`src/hw/rtl/atmi_pkg.sv`:
```
// Shared constants, codes and the command bundle for the allocation table.
package atmi_pkg;

	localparam int MAX_ENTRIES_DEF = 16;

	localparam int KIND_W    = 2;
	localparam int TRAFFIC_W = 3;
	localparam int STATION_W = 12;
	localparam int ID_W      = 16;
	localparam int SLOT_W    = 16;
	localparam int COUNT_W   = 8;
	localparam int CHUNK_W   = 8;
	localparam int NEXT_W    = 9;
	localparam int USE_W     = 5;
	localparam int STATUS_W  = 2;
	localparam int TOTAL_W   = 20;

	localparam logic [KIND_W-1:0] KIND_ILLEGAL = 2'd0;
	localparam logic [KIND_W-1:0] KIND_NORMAL  = 2'd1;
	localparam logic [KIND_W-1:0] KIND_RETX    = 2'd2;

	localparam logic [STATUS_W-1:0] ST_NEW    = 2'd0;
	localparam logic [STATUS_W-1:0] ST_APPEND = 2'd1;
	localparam logic [STATUS_W-1:0] ST_REJECT = 2'd2;
	localparam logic [STATUS_W-1:0] ST_CLEAR  = 2'd3;

	localparam logic [ID_W-1:0]    ID_NONE   = 16'hFFFF;
	localparam logic [SLOT_W-1:0]  SLOT_MAX  = 16'hFFFF;
	localparam logic [TOTAL_W-1:0] TOTAL_MAX = 20'hFFFFF;

	// Register index (word address) on the configuration port
	localparam logic REG_ID_OFFSET = 1'b0;
	localparam logic REG_IN_USE    = 1'b1;

	// Command broadcast to every cell of the table
	typedef struct packed {
		logic                 clear;    // reset the entry
		logic                 apply;    // add item that is in range
		logic                 no_match; // no cell matched: write at chunk
		logic [CHUNK_W-1:0]   chunk;
		logic [KIND_W-1:0]    kind;
		logic [TRAFFIC_W-1:0] traffic;
		logic [ID_W-1:0]      id;
		logic [COUNT_W-1:0]   slots;
		logic [USE_W-1:0]     in_use;
	} cmd_t;

endpackage

```
`src/hw/rtl/alloc_table_merge_insert.sv`:
```
// Allocation table with merge-on-insert: top level, control and configuration port.
//
// The table is a row of MAX_ENTRIES cells, each holding one entry (message kind,
// traffic kind, station id, slot count). An input transfer is registered, then in
// the apply state every cell compares itself with the item; a found flag ripples along
// the row so that only the lowest matching entry takes the slots, and when no cell
// matches the cell at the chunk index is overwritten. The retransmit and normal
// totals are built by a chain of registered adders that moves one cell per cycle,
// so each item goes from the input register through the apply state to the sum state,
// where the sequencer waits until the totals leave the chain and the output register
// is free; the next input transfer is taken only once the block is idle again. One
// item is in flight at a time; a finished result waits in the output register while
// the next item is taken. Registers: id_offset at byte address 0, entries_in_use at
// byte address 4; write them only while the block is idle.
module alloc_table_merge_insert import atmi_pkg::*; #(
	parameter int MAX_ENTRIES = MAX_ENTRIES_DEF
) (
	input  logic                 clk,
	input  logic                 arst_n,
	// configuration port
	input  logic                 psel,
	input  logic                 penable,
	input  logic                 pwrite,
	input  logic [2:0]           paddr,
	input  logic [31:0]          pwdata,
	output logic [31:0]          prdata,
	output logic                 pready,
	// input channel
	input  logic                 in_valid,
	output logic                 in_ready,
	input  logic                 action,
	input  logic [CHUNK_W-1:0]   chunk,
	input  logic [KIND_W-1:0]    msg_kind,
	input  logic [TRAFFIC_W-1:0] traffic_kind,
	input  logic [STATION_W-1:0] station,
	input  logic [COUNT_W-1:0]   slot_count,
	// output channel
	output logic                 out_valid,
	input  logic                 out_ready,
	output logic [STATUS_W-1:0]  status,
	output logic [NEXT_W-1:0]    next_chunk,
	output logic [TOTAL_W-1:0]   retx_total,
	output logic [TOTAL_W-1:0]   normal_total
);

	localparam int SUM_W = SLOT_W + $clog2(MAX_ENTRIES + 1);
	localparam int EXT_W = (SUM_W > TOTAL_W) ? SUM_W : TOTAL_W;
	localparam int CNT_W = $clog2(MAX_ENTRIES + 1);

	localparam logic [1:0] S_IDLE  = 2'd0;
	localparam logic [1:0] S_APPLY = 2'd1;
	localparam logic [1:0] S_SUM   = 2'd2;

	logic [1:0]           state_q;
	logic [CNT_W-1:0]     cnt_q;

	logic [STATION_W-1:0] id_offset_q;
	logic [USE_W-1:0]     in_use_q;

	logic                 action_q;
	logic [CHUNK_W-1:0]   chunk_q;
	logic [KIND_W-1:0]    kind_q;
	logic [TRAFFIC_W-1:0] traffic_q;
	logic [STATION_W-1:0] station_q;
	logic [COUNT_W-1:0]   slots_q;

	logic [STATUS_W-1:0]  res_status_q;
	logic [NEXT_W-1:0]    res_next_q;

	logic                 out_valid_q;
	logic [STATUS_W-1:0]  status_q;
	logic [NEXT_W-1:0]    next_chunk_q;
	logic [TOTAL_W-1:0]   retx_total_q;
	logic [TOTAL_W-1:0]   normal_total_q;

	cmd_t                 cmd;
	logic                 reject;
	logic                 found_all;
	logic                 out_free;
	logic                 load_out;
	logic [ID_W-1:0]      item_id;
	logic [EXT_W-1:0]     retx_ext;
	logic [EXT_W-1:0]     norm_ext;

	logic                 found_w [0:MAX_ENTRIES];
	logic [SUM_W-1:0]     retx_w  [0:MAX_ENTRIES];
	logic [SUM_W-1:0]     norm_w  [0:MAX_ENTRIES];

	// Configuration port: word address picks the register, pready always high
	assign pready = 1'b1;

	always_ff @(posedge clk or negedge arst_n) begin
		if (!arst_n) begin
			id_offset_q <= '0;
			in_use_q    <= USE_W'(16);
		end else if (psel && penable && pwrite) begin
			unique case (paddr[2])
				REG_ID_OFFSET: id_offset_q <= pwdata[STATION_W-1:0];
				REG_IN_USE:    in_use_q    <= pwdata[USE_W-1:0];
				default:       ;
			endcase
		end
	end

	always_comb begin
		unique case (paddr[2])
			REG_ID_OFFSET: prdata = 32'(id_offset_q);
			REG_IN_USE:    prdata = 32'(in_use_q);
			default:       prdata = '0;
		endcase
	end

	// Hold the accepted item for the apply cycle
	assign in_ready = (state_q == S_IDLE);

	always_ff @(posedge clk) begin
		if (in_valid && in_ready) begin
			action_q  <= action;
			chunk_q   <= chunk;
			kind_q    <= msg_kind;
			traffic_q <= traffic_kind;
			station_q <= station;
			slots_q   <= slot_count;
		end
	end

	// Station id after offset; the 13-bit sum never reaches the empty marker
	assign item_id = ID_W'({1'b0, station_q} + {1'b0, id_offset_q});

	// Chunk must lie below both the register and the table depth
	assign reject = ({1'b0, chunk_q} >= NEXT_W'(in_use_q))
		|| ({1'b0, chunk_q} >= NEXT_W'(MAX_ENTRIES));

	always_comb begin
		cmd.clear    = (state_q == S_APPLY) && action_q;
		cmd.apply    = (state_q == S_APPLY) && !action_q && !reject;
		cmd.no_match = !found_all;
		cmd.chunk    = chunk_q;
		cmd.kind     = kind_q;
		cmd.traffic  = traffic_q;
		cmd.id       = item_id;
		cmd.slots    = slots_q;
		cmd.in_use   = in_use_q;
	end

	// Row of cells: found flag ripples forward, partial totals advance per cycle
	assign found_w[0] = 1'b0;
	assign retx_w[0]  = '0;
	assign norm_w[0]  = '0;

	for (genvar i = 0; i < MAX_ENTRIES; i++) begin : g_cell
		atmi_cell #(
			.IDX   (i),
			.SUM_W (SUM_W)
		) u_cell (
			.clk       (clk),
			.arst_n    (arst_n),
			.cmd       (cmd),
			.found_in  (found_w[i]),
			.found_out (found_w[i+1]),
			.retx_in   (retx_w[i]),
			.norm_in   (norm_w[i]),
			.retx_out  (retx_w[i+1]),
			.norm_out  (norm_w[i+1])
		);
	end

	assign found_all = found_w[MAX_ENTRIES];

	// Sequencer: apply the item, then wait for the totals to leave the row
	assign out_free = !out_valid_q || out_ready;
	assign load_out = (state_q == S_SUM) && (cnt_q == CNT_W'(MAX_ENTRIES)) && out_free;

	always_ff @(posedge clk or negedge arst_n) begin
		if (!arst_n) begin
			state_q <= S_IDLE;
			cnt_q   <= '0;
		end else begin
			unique case (state_q)
				S_IDLE: begin
					if (in_valid) begin
						state_q <= S_APPLY;
					end
				end
				S_APPLY: begin
					state_q <= S_SUM;
					cnt_q   <= '0;
				end
				S_SUM: begin
					if (load_out) begin
						state_q <= S_IDLE;
					end else if (cnt_q != CNT_W'(MAX_ENTRIES)) begin
						cnt_q <= cnt_q + 1'b1;
					end
				end
				default: state_q <= S_IDLE;
			endcase
		end
	end

	// Status and next chunk are settled in the apply cycle
	always_ff @(posedge clk) begin
		if (state_q == S_APPLY) begin
			priority if (action_q) begin
				res_status_q <= ST_CLEAR;
				res_next_q   <= '0;
			end else if (reject) begin
				res_status_q <= ST_REJECT;
				res_next_q   <= '0;
			end else if (found_all) begin
				res_status_q <= ST_APPEND;
				res_next_q   <= NEXT_W'(chunk_q);
			end else begin
				res_status_q <= ST_NEW;
				res_next_q   <= NEXT_W'(chunk_q) + 1'b1;
			end
		end
	end

	// Saturate the totals taken from the end of the row
	assign retx_ext = EXT_W'(retx_w[MAX_ENTRIES]);
	assign norm_ext = EXT_W'(norm_w[MAX_ENTRIES]);

	always_ff @(posedge clk or negedge arst_n) begin
		if (!arst_n) begin
			out_valid_q <= 1'b0;
		end else if (load_out) begin
			out_valid_q <= 1'b1;
		end else if (out_ready) begin
			out_valid_q <= 1'b0;
		end
	end

	always_ff @(posedge clk) begin
		if (load_out) begin
			status_q       <= res_status_q;
			next_chunk_q   <= res_next_q;
			retx_total_q   <= (retx_ext > EXT_W'(TOTAL_MAX)) ? TOTAL_MAX
				: retx_ext[TOTAL_W-1:0];
			normal_total_q <= (norm_ext > EXT_W'(TOTAL_MAX)) ? TOTAL_MAX
				: norm_ext[TOTAL_W-1:0];
		end
	end

	assign out_valid    = out_valid_q;
	assign status       = status_q;
	assign next_chunk   = next_chunk_q;
	assign retx_total   = retx_total_q;
	assign normal_total = normal_total_q;

endmodule

```
`src/hw/rtl/atmi_cell.sv`:
```
// One table entry with its match link and running-total stage.
module atmi_cell import atmi_pkg::*; #(
	parameter int IDX   = 0,
	parameter int SUM_W = 21
) (
	input  logic             clk,
	input  logic             arst_n,
	input  cmd_t             cmd,
	input  logic             found_in,
	output logic             found_out,
	input  logic [SUM_W-1:0] retx_in,
	input  logic [SUM_W-1:0] norm_in,
	output logic [SUM_W-1:0] retx_out,
	output logic [SUM_W-1:0] norm_out
);

	logic [KIND_W-1:0]    kind_q;
	logic [TRAFFIC_W-1:0] traffic_q;
	logic [ID_W-1:0]      id_q;
	logic [SLOT_W-1:0]    slots_q;
	logic [SUM_W-1:0]     retx_q;
	logic [SUM_W-1:0]     norm_q;

	logic              active;
	logic              match;
	logic              append;
	logic              write_new;
	logic [SLOT_W:0]   slot_sum;
	logic [SUM_W-1:0]  slots_ext;

	assign active    = {2'b00, cmd.in_use} > 7'(IDX);
	assign match     = active && (cmd.kind != KIND_ILLEGAL) && (id_q == cmd.id)
		&& (kind_q == cmd.kind);
	assign found_out = found_in | match;
	assign append    = cmd.apply && match && !found_in;
	assign write_new = cmd.apply && cmd.no_match && (cmd.chunk == CHUNK_W'(IDX));
	assign slot_sum  = {1'b0, slots_q} + (SLOT_W+1)'(cmd.slots);
	assign slots_ext = SUM_W'(slots_q);

	always_ff @(posedge clk or negedge arst_n) begin
		if (!arst_n) begin
			kind_q    <= KIND_ILLEGAL;
			traffic_q <= '0;
			id_q      <= ID_NONE;
			slots_q   <= '0;
		end else if (cmd.clear) begin
			kind_q    <= KIND_ILLEGAL;
			traffic_q <= '0;
			id_q      <= ID_NONE;
			slots_q   <= '0;
		end else if (write_new) begin
			kind_q    <= cmd.kind;
			traffic_q <= cmd.traffic;
			id_q      <= cmd.id;
			slots_q   <= SLOT_W'(cmd.slots);
		end else if (append) begin
			slots_q <= slot_sum[SLOT_W] ? SLOT_MAX : slot_sum[SLOT_W-1:0];
		end
	end

	// Partial totals advance one cell per cycle
	always_ff @(posedge clk or negedge arst_n) begin
		if (!arst_n) begin
			retx_q <= '0;
			norm_q <= '0;
		end else begin
			retx_q <= retx_in + ((active && kind_q == KIND_RETX) ? slots_ext : '0);
			norm_q <= norm_in + ((active && kind_q == KIND_NORMAL) ? slots_ext : '0);
		end
	end

	assign retx_out = retx_q;
	assign norm_out = norm_q;

endmodule

```
`config.mk`:
```
export PLATFORM = sky130hd
export DESIGN_NAME = alloc_table_merge_insert
export DESIGN_NICKNAME = d
export VERILOG_FILES = /design/src/hw/rtl/atmi_pkg.sv /design/src/hw/rtl/alloc_table_merge_insert.sv /design/src/hw/rtl/atmi_cell.sv
export SDC_FILE = /design/constraint.sdc
export NUM_CORES = 2
export LEC_CHECK = 0
export BUFFER_PORTS_ARGS = -buffer_cell sky130_fd_sc_hd__buf_2
export CAP_MARGIN = 10
export CORE_UTILIZATION = 25
export DETAILED_ROUTE_END_ITERATION = 8
export PLACE_DENSITY = 0.46
export RECOVER_POWER = 25
export SETUP_SLACK_MARGIN = 0.4
export SLEW_MARGIN = 25
export SYNTH_ARGS = -nofsm -noshare
export SYNTH_HDL_FRONTEND = slang
export SYNTH_SLANG_ARGS = --single-unit
export TNS_END_PERCENT = 100
```
`constraint.sdc`:
```
create_clock -name clk -period 13.8 [get_ports clk]
set_clock_uncertainty 0.15 [all_clocks]
set_input_delay 2.07 -clock clk [delete_from_list [all_inputs] [get_ports clk]]
set_output_delay 2.07 -clock clk [all_outputs]
set_load 0.01 [all_outputs]
```
# Word-level counts from Yosys, hierarchy flattened
# Cells that the tools add are included.
[totals] reg_bits=1334 input_bits=76 output_inout_bits=86 elab_cells=642
[op_classes] addsub=49 order_cmp=20 eq_ne=87 mux=172 n_bitwise=16 reduce_logical=200
[op_table] op="2-to-1 mux 16 bit" count=128
[op_table] op="adder 21 bit" count=30
[op_table] op="adder 16 x 8 -> 17 bit" count=16
[op_table] op="equality test 16 x 13 -> 1 bit" count=16
[op_table] op="logical AND 1 bit" count=136
[op_table] op="2-to-1 mux 2 bit" count=34
[op_table] op="equality test 8 x 4 -> 1 bit, second input constant" count=8
[op_table] op="case mux 32 bit (2 select lines)" count=1
[op_table] op="nonzero test 3 bit" count=16
[op_table] op="greater-than comparator 21 x 20 -> 1 bit, second input constant" count=2
[op_table] op="greater-than comparator 5 x 4 -> 1 bit, second input constant" count=8
[op_table] op="nonzero test 2 bit" count=19
[op_table] op="equality test 2 x 1 -> 1 bit, second input constant" count=17
[op_table] op="equality test 2 bit, second input constant" count=17
[op_table] op="equality test 2 bit" count=16
[op_table] op="equality test 8 x 3 -> 1 bit, second input constant" count=4
[op_table] op="greater-than comparator 5 x 3 -> 1 bit, second input constant" count=4
[op_table] op="logical NOT 1 bit" count=19
[op_table] op="equality test 8 x 2 -> 1 bit, second input constant" count=2
[op_table] op="bitwise OR 1 bit" count=15
[op_table] op="adder 12 x 12 -> 13 bit" count=1
[op_table] op="greater-than comparator 5 x 1 -> 1 bit, second input constant" count=2
[op_table] op="greater-than comparator 5 x 2 -> 1 bit, second input constant" count=2
[op_table] op="2-to-1 mux 5 bit" count=2
[op_table] op="other kinds (21)" count=29

# Logic depth before layout (Yosys ltp)
[depth] ltp_word=24 ltp_mapped=21 mapped_depth_nobuf=19

# Modules after synthesis
# A second synthesis with hierarchy kept.
[unflattened] cells_unflattened=9319 area_unflattened_um2=89201.8
[modules_own_cells] module="atmi_cell (g_cell[13].u_cell)" instances=1 cells_per_inst=618 area_per_inst_um2=5549.1
[modules_own_cells] module="atmi_cell (g_cell[5].u_cell)" instances=1 cells_per_inst=597 area_per_inst_um2=5501.5
[modules_own_cells] module="atmi_cell (g_cell[12].u_cell)" instances=1 cells_per_inst=577 area_per_inst_um2=5385.2
[modules_own_cells] module="atmi_cell (g_cell[9].u_cell)" instances=1 cells_per_inst=571 area_per_inst_um2=5382.7
[modules_own_cells] module="atmi_cell (g_cell[1].u_cell)" instances=1 cells_per_inst=565 area_per_inst_um2=5311.3
[modules_own_cells] module="alloc_table_merge_insert" instances=1 cells_per_inst=365 area_per_inst_um2=5302.6
[modules_own_cells] module="atmi_cell (g_cell[6].u_cell)" instances=1 cells_per_inst=560 area_per_inst_um2=5267.6
[modules_own_cells] module="atmi_cell (g_cell[2].u_cell)" instances=1 cells_per_inst=548 area_per_inst_um2=5257.5
[modules_own_cells] module="atmi_cell (g_cell[0].u_cell)" instances=1 cells_per_inst=550 area_per_inst_um2=5237.5
[modules_own_cells] module="atmi_cell (g_cell[8].u_cell)" instances=1 cells_per_inst=562 area_per_inst_um2=5230.0
[modules_own_cells] module="atmi_cell (g_cell[11].u_cell)" instances=1 cells_per_inst=548 area_per_inst_um2=5180.0
[modules_own_cells] module="atmi_cell (g_cell[10].u_cell)" instances=1 cells_per_inst=560 area_per_inst_um2=5165.0
[modules_own_cells] module="atmi_cell (g_cell[14].u_cell)" instances=1 cells_per_inst=547 area_per_inst_um2=5158.7
[modules_own_cells] module="atmi_cell (g_cell[3].u_cell)" instances=1 cells_per_inst=536 area_per_inst_um2=5114.9
[modules_own_cells] module="3 more rows"

# Least setup slack after synthesis
# OpenSTA, ideal clock, no wires.
[synth_timing] path_kind="input-to-reg" startpoint="in out_ready" endpoint="reg next_chunk_q[0] (netlist: next_chunk[0]), enable pin" setup_time_ns=0.478 arrival_time_ns=4.633 required_ns=13.172 setup_slack_ns=8.540 path_stages=2 path_buffers=0 cell_sequence="inv_1 a21oi_1"
[synth_between] elab_chain_cells=2
[synth_rtl] item="start: declaration" line_no="alloc_table_merge_insert.sv:39" text="input logic out_ready,"
[synth_rtl] item="logical OR 1 bit" line_no="alloc_table_merge_insert.sv:171" text="assign out_free = !out_valid_q || out_ready;"
[synth_rtl] item="logical AND 1 bit" line_no="alloc_table_merge_insert.sv:172" text="assign load_out = (state_q == S_SUM) && (cnt_q == CNT_W'(MAX_ENTRIES)) && out_free;"
[synth_rtl] item="net load_out" line_no="alloc_table_merge_insert.sv:80" text="logic load_out;"
[synth_rtl] item="end signal: assignment" line_no="alloc_table_merge_insert.sv:237" text="next_chunk_q <= res_next_q;"
[synth_rtl] item="end: declaration" line_no="alloc_table_merge_insert.sv:72" text="logic [NEXT_W-1:0] next_chunk_q;"
# The timed path passes the listed nets, and every way through them passes these cells.
# A chain may end at the register's enable or synchronous reset.

==> qor.yml <==
wl_per_cell_um: 19.2
fmax_mhz: 108
cts_hold_buf: 0
drtIter0Drc: 4148
power.leakage_nw: 44.1
yosys.cell_types.count: 110
syn_to_final_growth_pct: 13.4
cpLargestDelayFamily: "buffers and inverters"
h-tree-depth: 4
vias: 64212
grt_pass1_wl_um: 389000
num-fill-cells: 34372
io_buffers: 115
final_nets: 9577
rsz0062_at_grt: "false"
finalSetupTns_ns: 0
tritoncts: "built"
crit_type: "in -> async"
postCtsSetupBuffers: 0
cts_buffers: 160
peakVddDrop_v: 0.0000901
regArea_sq_um: 32600
grt_max_degree: 168
path_common_cell: "clkbuf_1"
post_cts_resized: 0
synth_top_flop_cell: "dfrtp_1"
io_pins: 162
cts_buffer_depth: 4
cp_slowest_stage_delay_ns: 4.68
grt_overflow: 0
dieArea_sq_um: 331000
post-route-period-util_pct: 67.3
arrival_ns: 9.98
core_sq_um: 327000
critical_path_peak_fanout: 107
final_common_cell: "dfrtp_1"
status: "complete, but fails checks"
fin_crit_ns: 9.29
hp-class: "reg -> reg"
syn_inst: 8735
synth.ff_latch_count: 1272
dieHeight_um: 576
ant_nets: 0
multi_input_area_sq_um: 46800
timing.rr.start: "id_offset_q[4]"
routed_via_density: 4.83
crit_chain: "clkbuf_1, clkbuf_1, buf_4"
cts_sinks: 1272
crit_start: "arst_n"
hold_viol: 0
grt_antenna_before_repair: 7
power_w: 0.0124
initial_utilization_pct: 25.1
cap_violations: 7
power_density_nw_per_um2: 133
clkSlewWorstSetupHoldPaths_ns: 0.06
critPathSlowestCell: "clkbuf_1"
clockRootBuffer: "clkbuf_16"
clock_latency_ns: 0.85
critPathBufInv: 3
drt-total-wl_um: 255000
synth_area_per_cell_sq_um: 9.42
dr.pass1.iters: 8
worst_pin_slew_ns: 6.88
end_kind: "async pin"
syn-cell-area_sq_um: 82300
failed_checks: "max-capacitance violations, max-slew violations"
fp-row-count: 210
post_route_cells_drive_above_1_share_pct: 10.4
route.detailed.drc: 0
yosysSeqAreaShare_pct: 39.6
synth-edff-count: 93
hpwl_um: 190000
worstPathRequired_ns: 14.49
ys_async_sr_fraction_pct: 92.7
slew_violations: 328
min_from: "res_next_q[4]"
setup_viol: 0
worstSetupStartpointType: "input pin"
routabilityCongestion: 0.914
slew_headroom_pct: -359
yosysWarnings: 0
dieWidth_um: 576
layout_common_cells: "dfrtp_1 (954), nand2_1 (766), nor2_1 (641)"
grt_use_total_pct: 15.0
grt_pass1_vias: 65854
==> worst paths after layout <==
path | end | slack [ns] | cells after the start
worst max-delay path | g_cell[8].u_cell.norm_out[18] | 4.51 | 3
worst max register to register | g_cell[13].u_cell.slots_q[6] | 5.98 | 16
max in group clk | g_cell[13].u_cell.slots_q[6] | 5.98 | 16
worst min-delay path | next_chunk[4] | 0.27 | 0
min in group asynchronous | g_cell[11].u_cell.kind_q[0] | 3.79 | 1
worst min register to register | next_chunk[4] | 0.27 | 0
==> area by class of cell <==
class / count / area share [%]
Multi-Input combinational cell: 6660 / 50.1
Sequential cell: 1272 / 34.9
Tap cell: 4346 / 5.83
Clock buffer: 230 / 4.92
Inverter: 482 / 1.94
Timing Repair Buffer: 247 / 1.67
Clock inverter: 47 / 0.584
Antenna cell: 1 / 0.00268
==> routing by layer <==
metal / global-route usage, % / share of wire [%] / vias up
met1: 19.1 / 44 / 31358
met2: 26.0 / 48 / 1477
met5: 0 / 0.0047 / -
li1: - / - / 30935
met3: 2.14 / 4.9 / 440
met4: 4.99 / 3.3 / 2
==> power breakdown <==
part	switching [W]	total [W]	internal (W)
registers	0.000293	0.00453	0.00424
clock network	0.00170	0.00421	0.00251
logic	0.00240	0.00367	0.00127
==> flip-flops by register name (all words and copies together), names as in the netlist, 9 cells and up <==
signal / count
next_chunk: 9
g_cell.u_cell.slots_q: 256
station_q: 12
id_offset_q: 12
g_cell.u_cell.retx_out: 321
normal_total: 20
g_cell.u_cell.norm_out: 321
g_cell.u_cell.id_q: 224
g_cell.u_cell.kind_q: 32
res_next_q: 9
retx_total: 20
==> kinds of logic (layout without fill, tap and decap cells) <==
kind of cell,Yosys count,count (layout),share of synthesized area (%)
and+or+nand+nor,3228,3228,20.5
AOI/OAI and AO/OA,1797,1797,13.9
DFF,1272,1272,39.6
buffers and inverters,826,1006,4.09
xor gates and xnor gates,688,688,8.07
adders and majority gates,678,678,10.7
muxes,244,244,3.05
other,2,26,0.00913
==> Yosys cell counts (78+ instances only) <==
library cell / number / area (sq um)
nor3_1: 235 / 1180
a21oi_1: 420 / 2100
nand4_1: 113 / 707
mux2i_1: 189 / 1890
xnor2_1: 490 / 4290
o21ai_0: 462 / 2310
nor2_1: 646 / 2420
a21o_1: 94 / 706
nand2_1: 768 / 2880
inv_1: 480 / 1800
o211ai_1: 232 / 1740
ha_1: 631 / 7900
and3_1: 78 / 488
edfxtp_1: 93 / 2790
xor2_1: 153 / 1340
and2_1: 554 / 3470
dfstp_2: 225 / 5910
dfrtp_1: 954 / 23900
a21boi_0: 93 / 698
clkbuf_1: 212 / 796
nor2b_1: 140 / 876
nand3_1: 174 / 871
==> stage by stage <==
step	utilization (%)	cell area, sq um	setup slack, ns	instances	hold slack, ns
finish	28.5	93300	4.51	13285	0.268
global route	28.5	93300	3.15	13284	0.272
CTS	28.5	93300	6.14	13283	0.268
detailed placement	26.9	88200	6.17	13006	0.255
global placement	26.9	88100	6.23	13006	0.258
floorplan	-	82400	8.54	8758	0.250
Note: power is estimated with default switching activity, not from simulation.
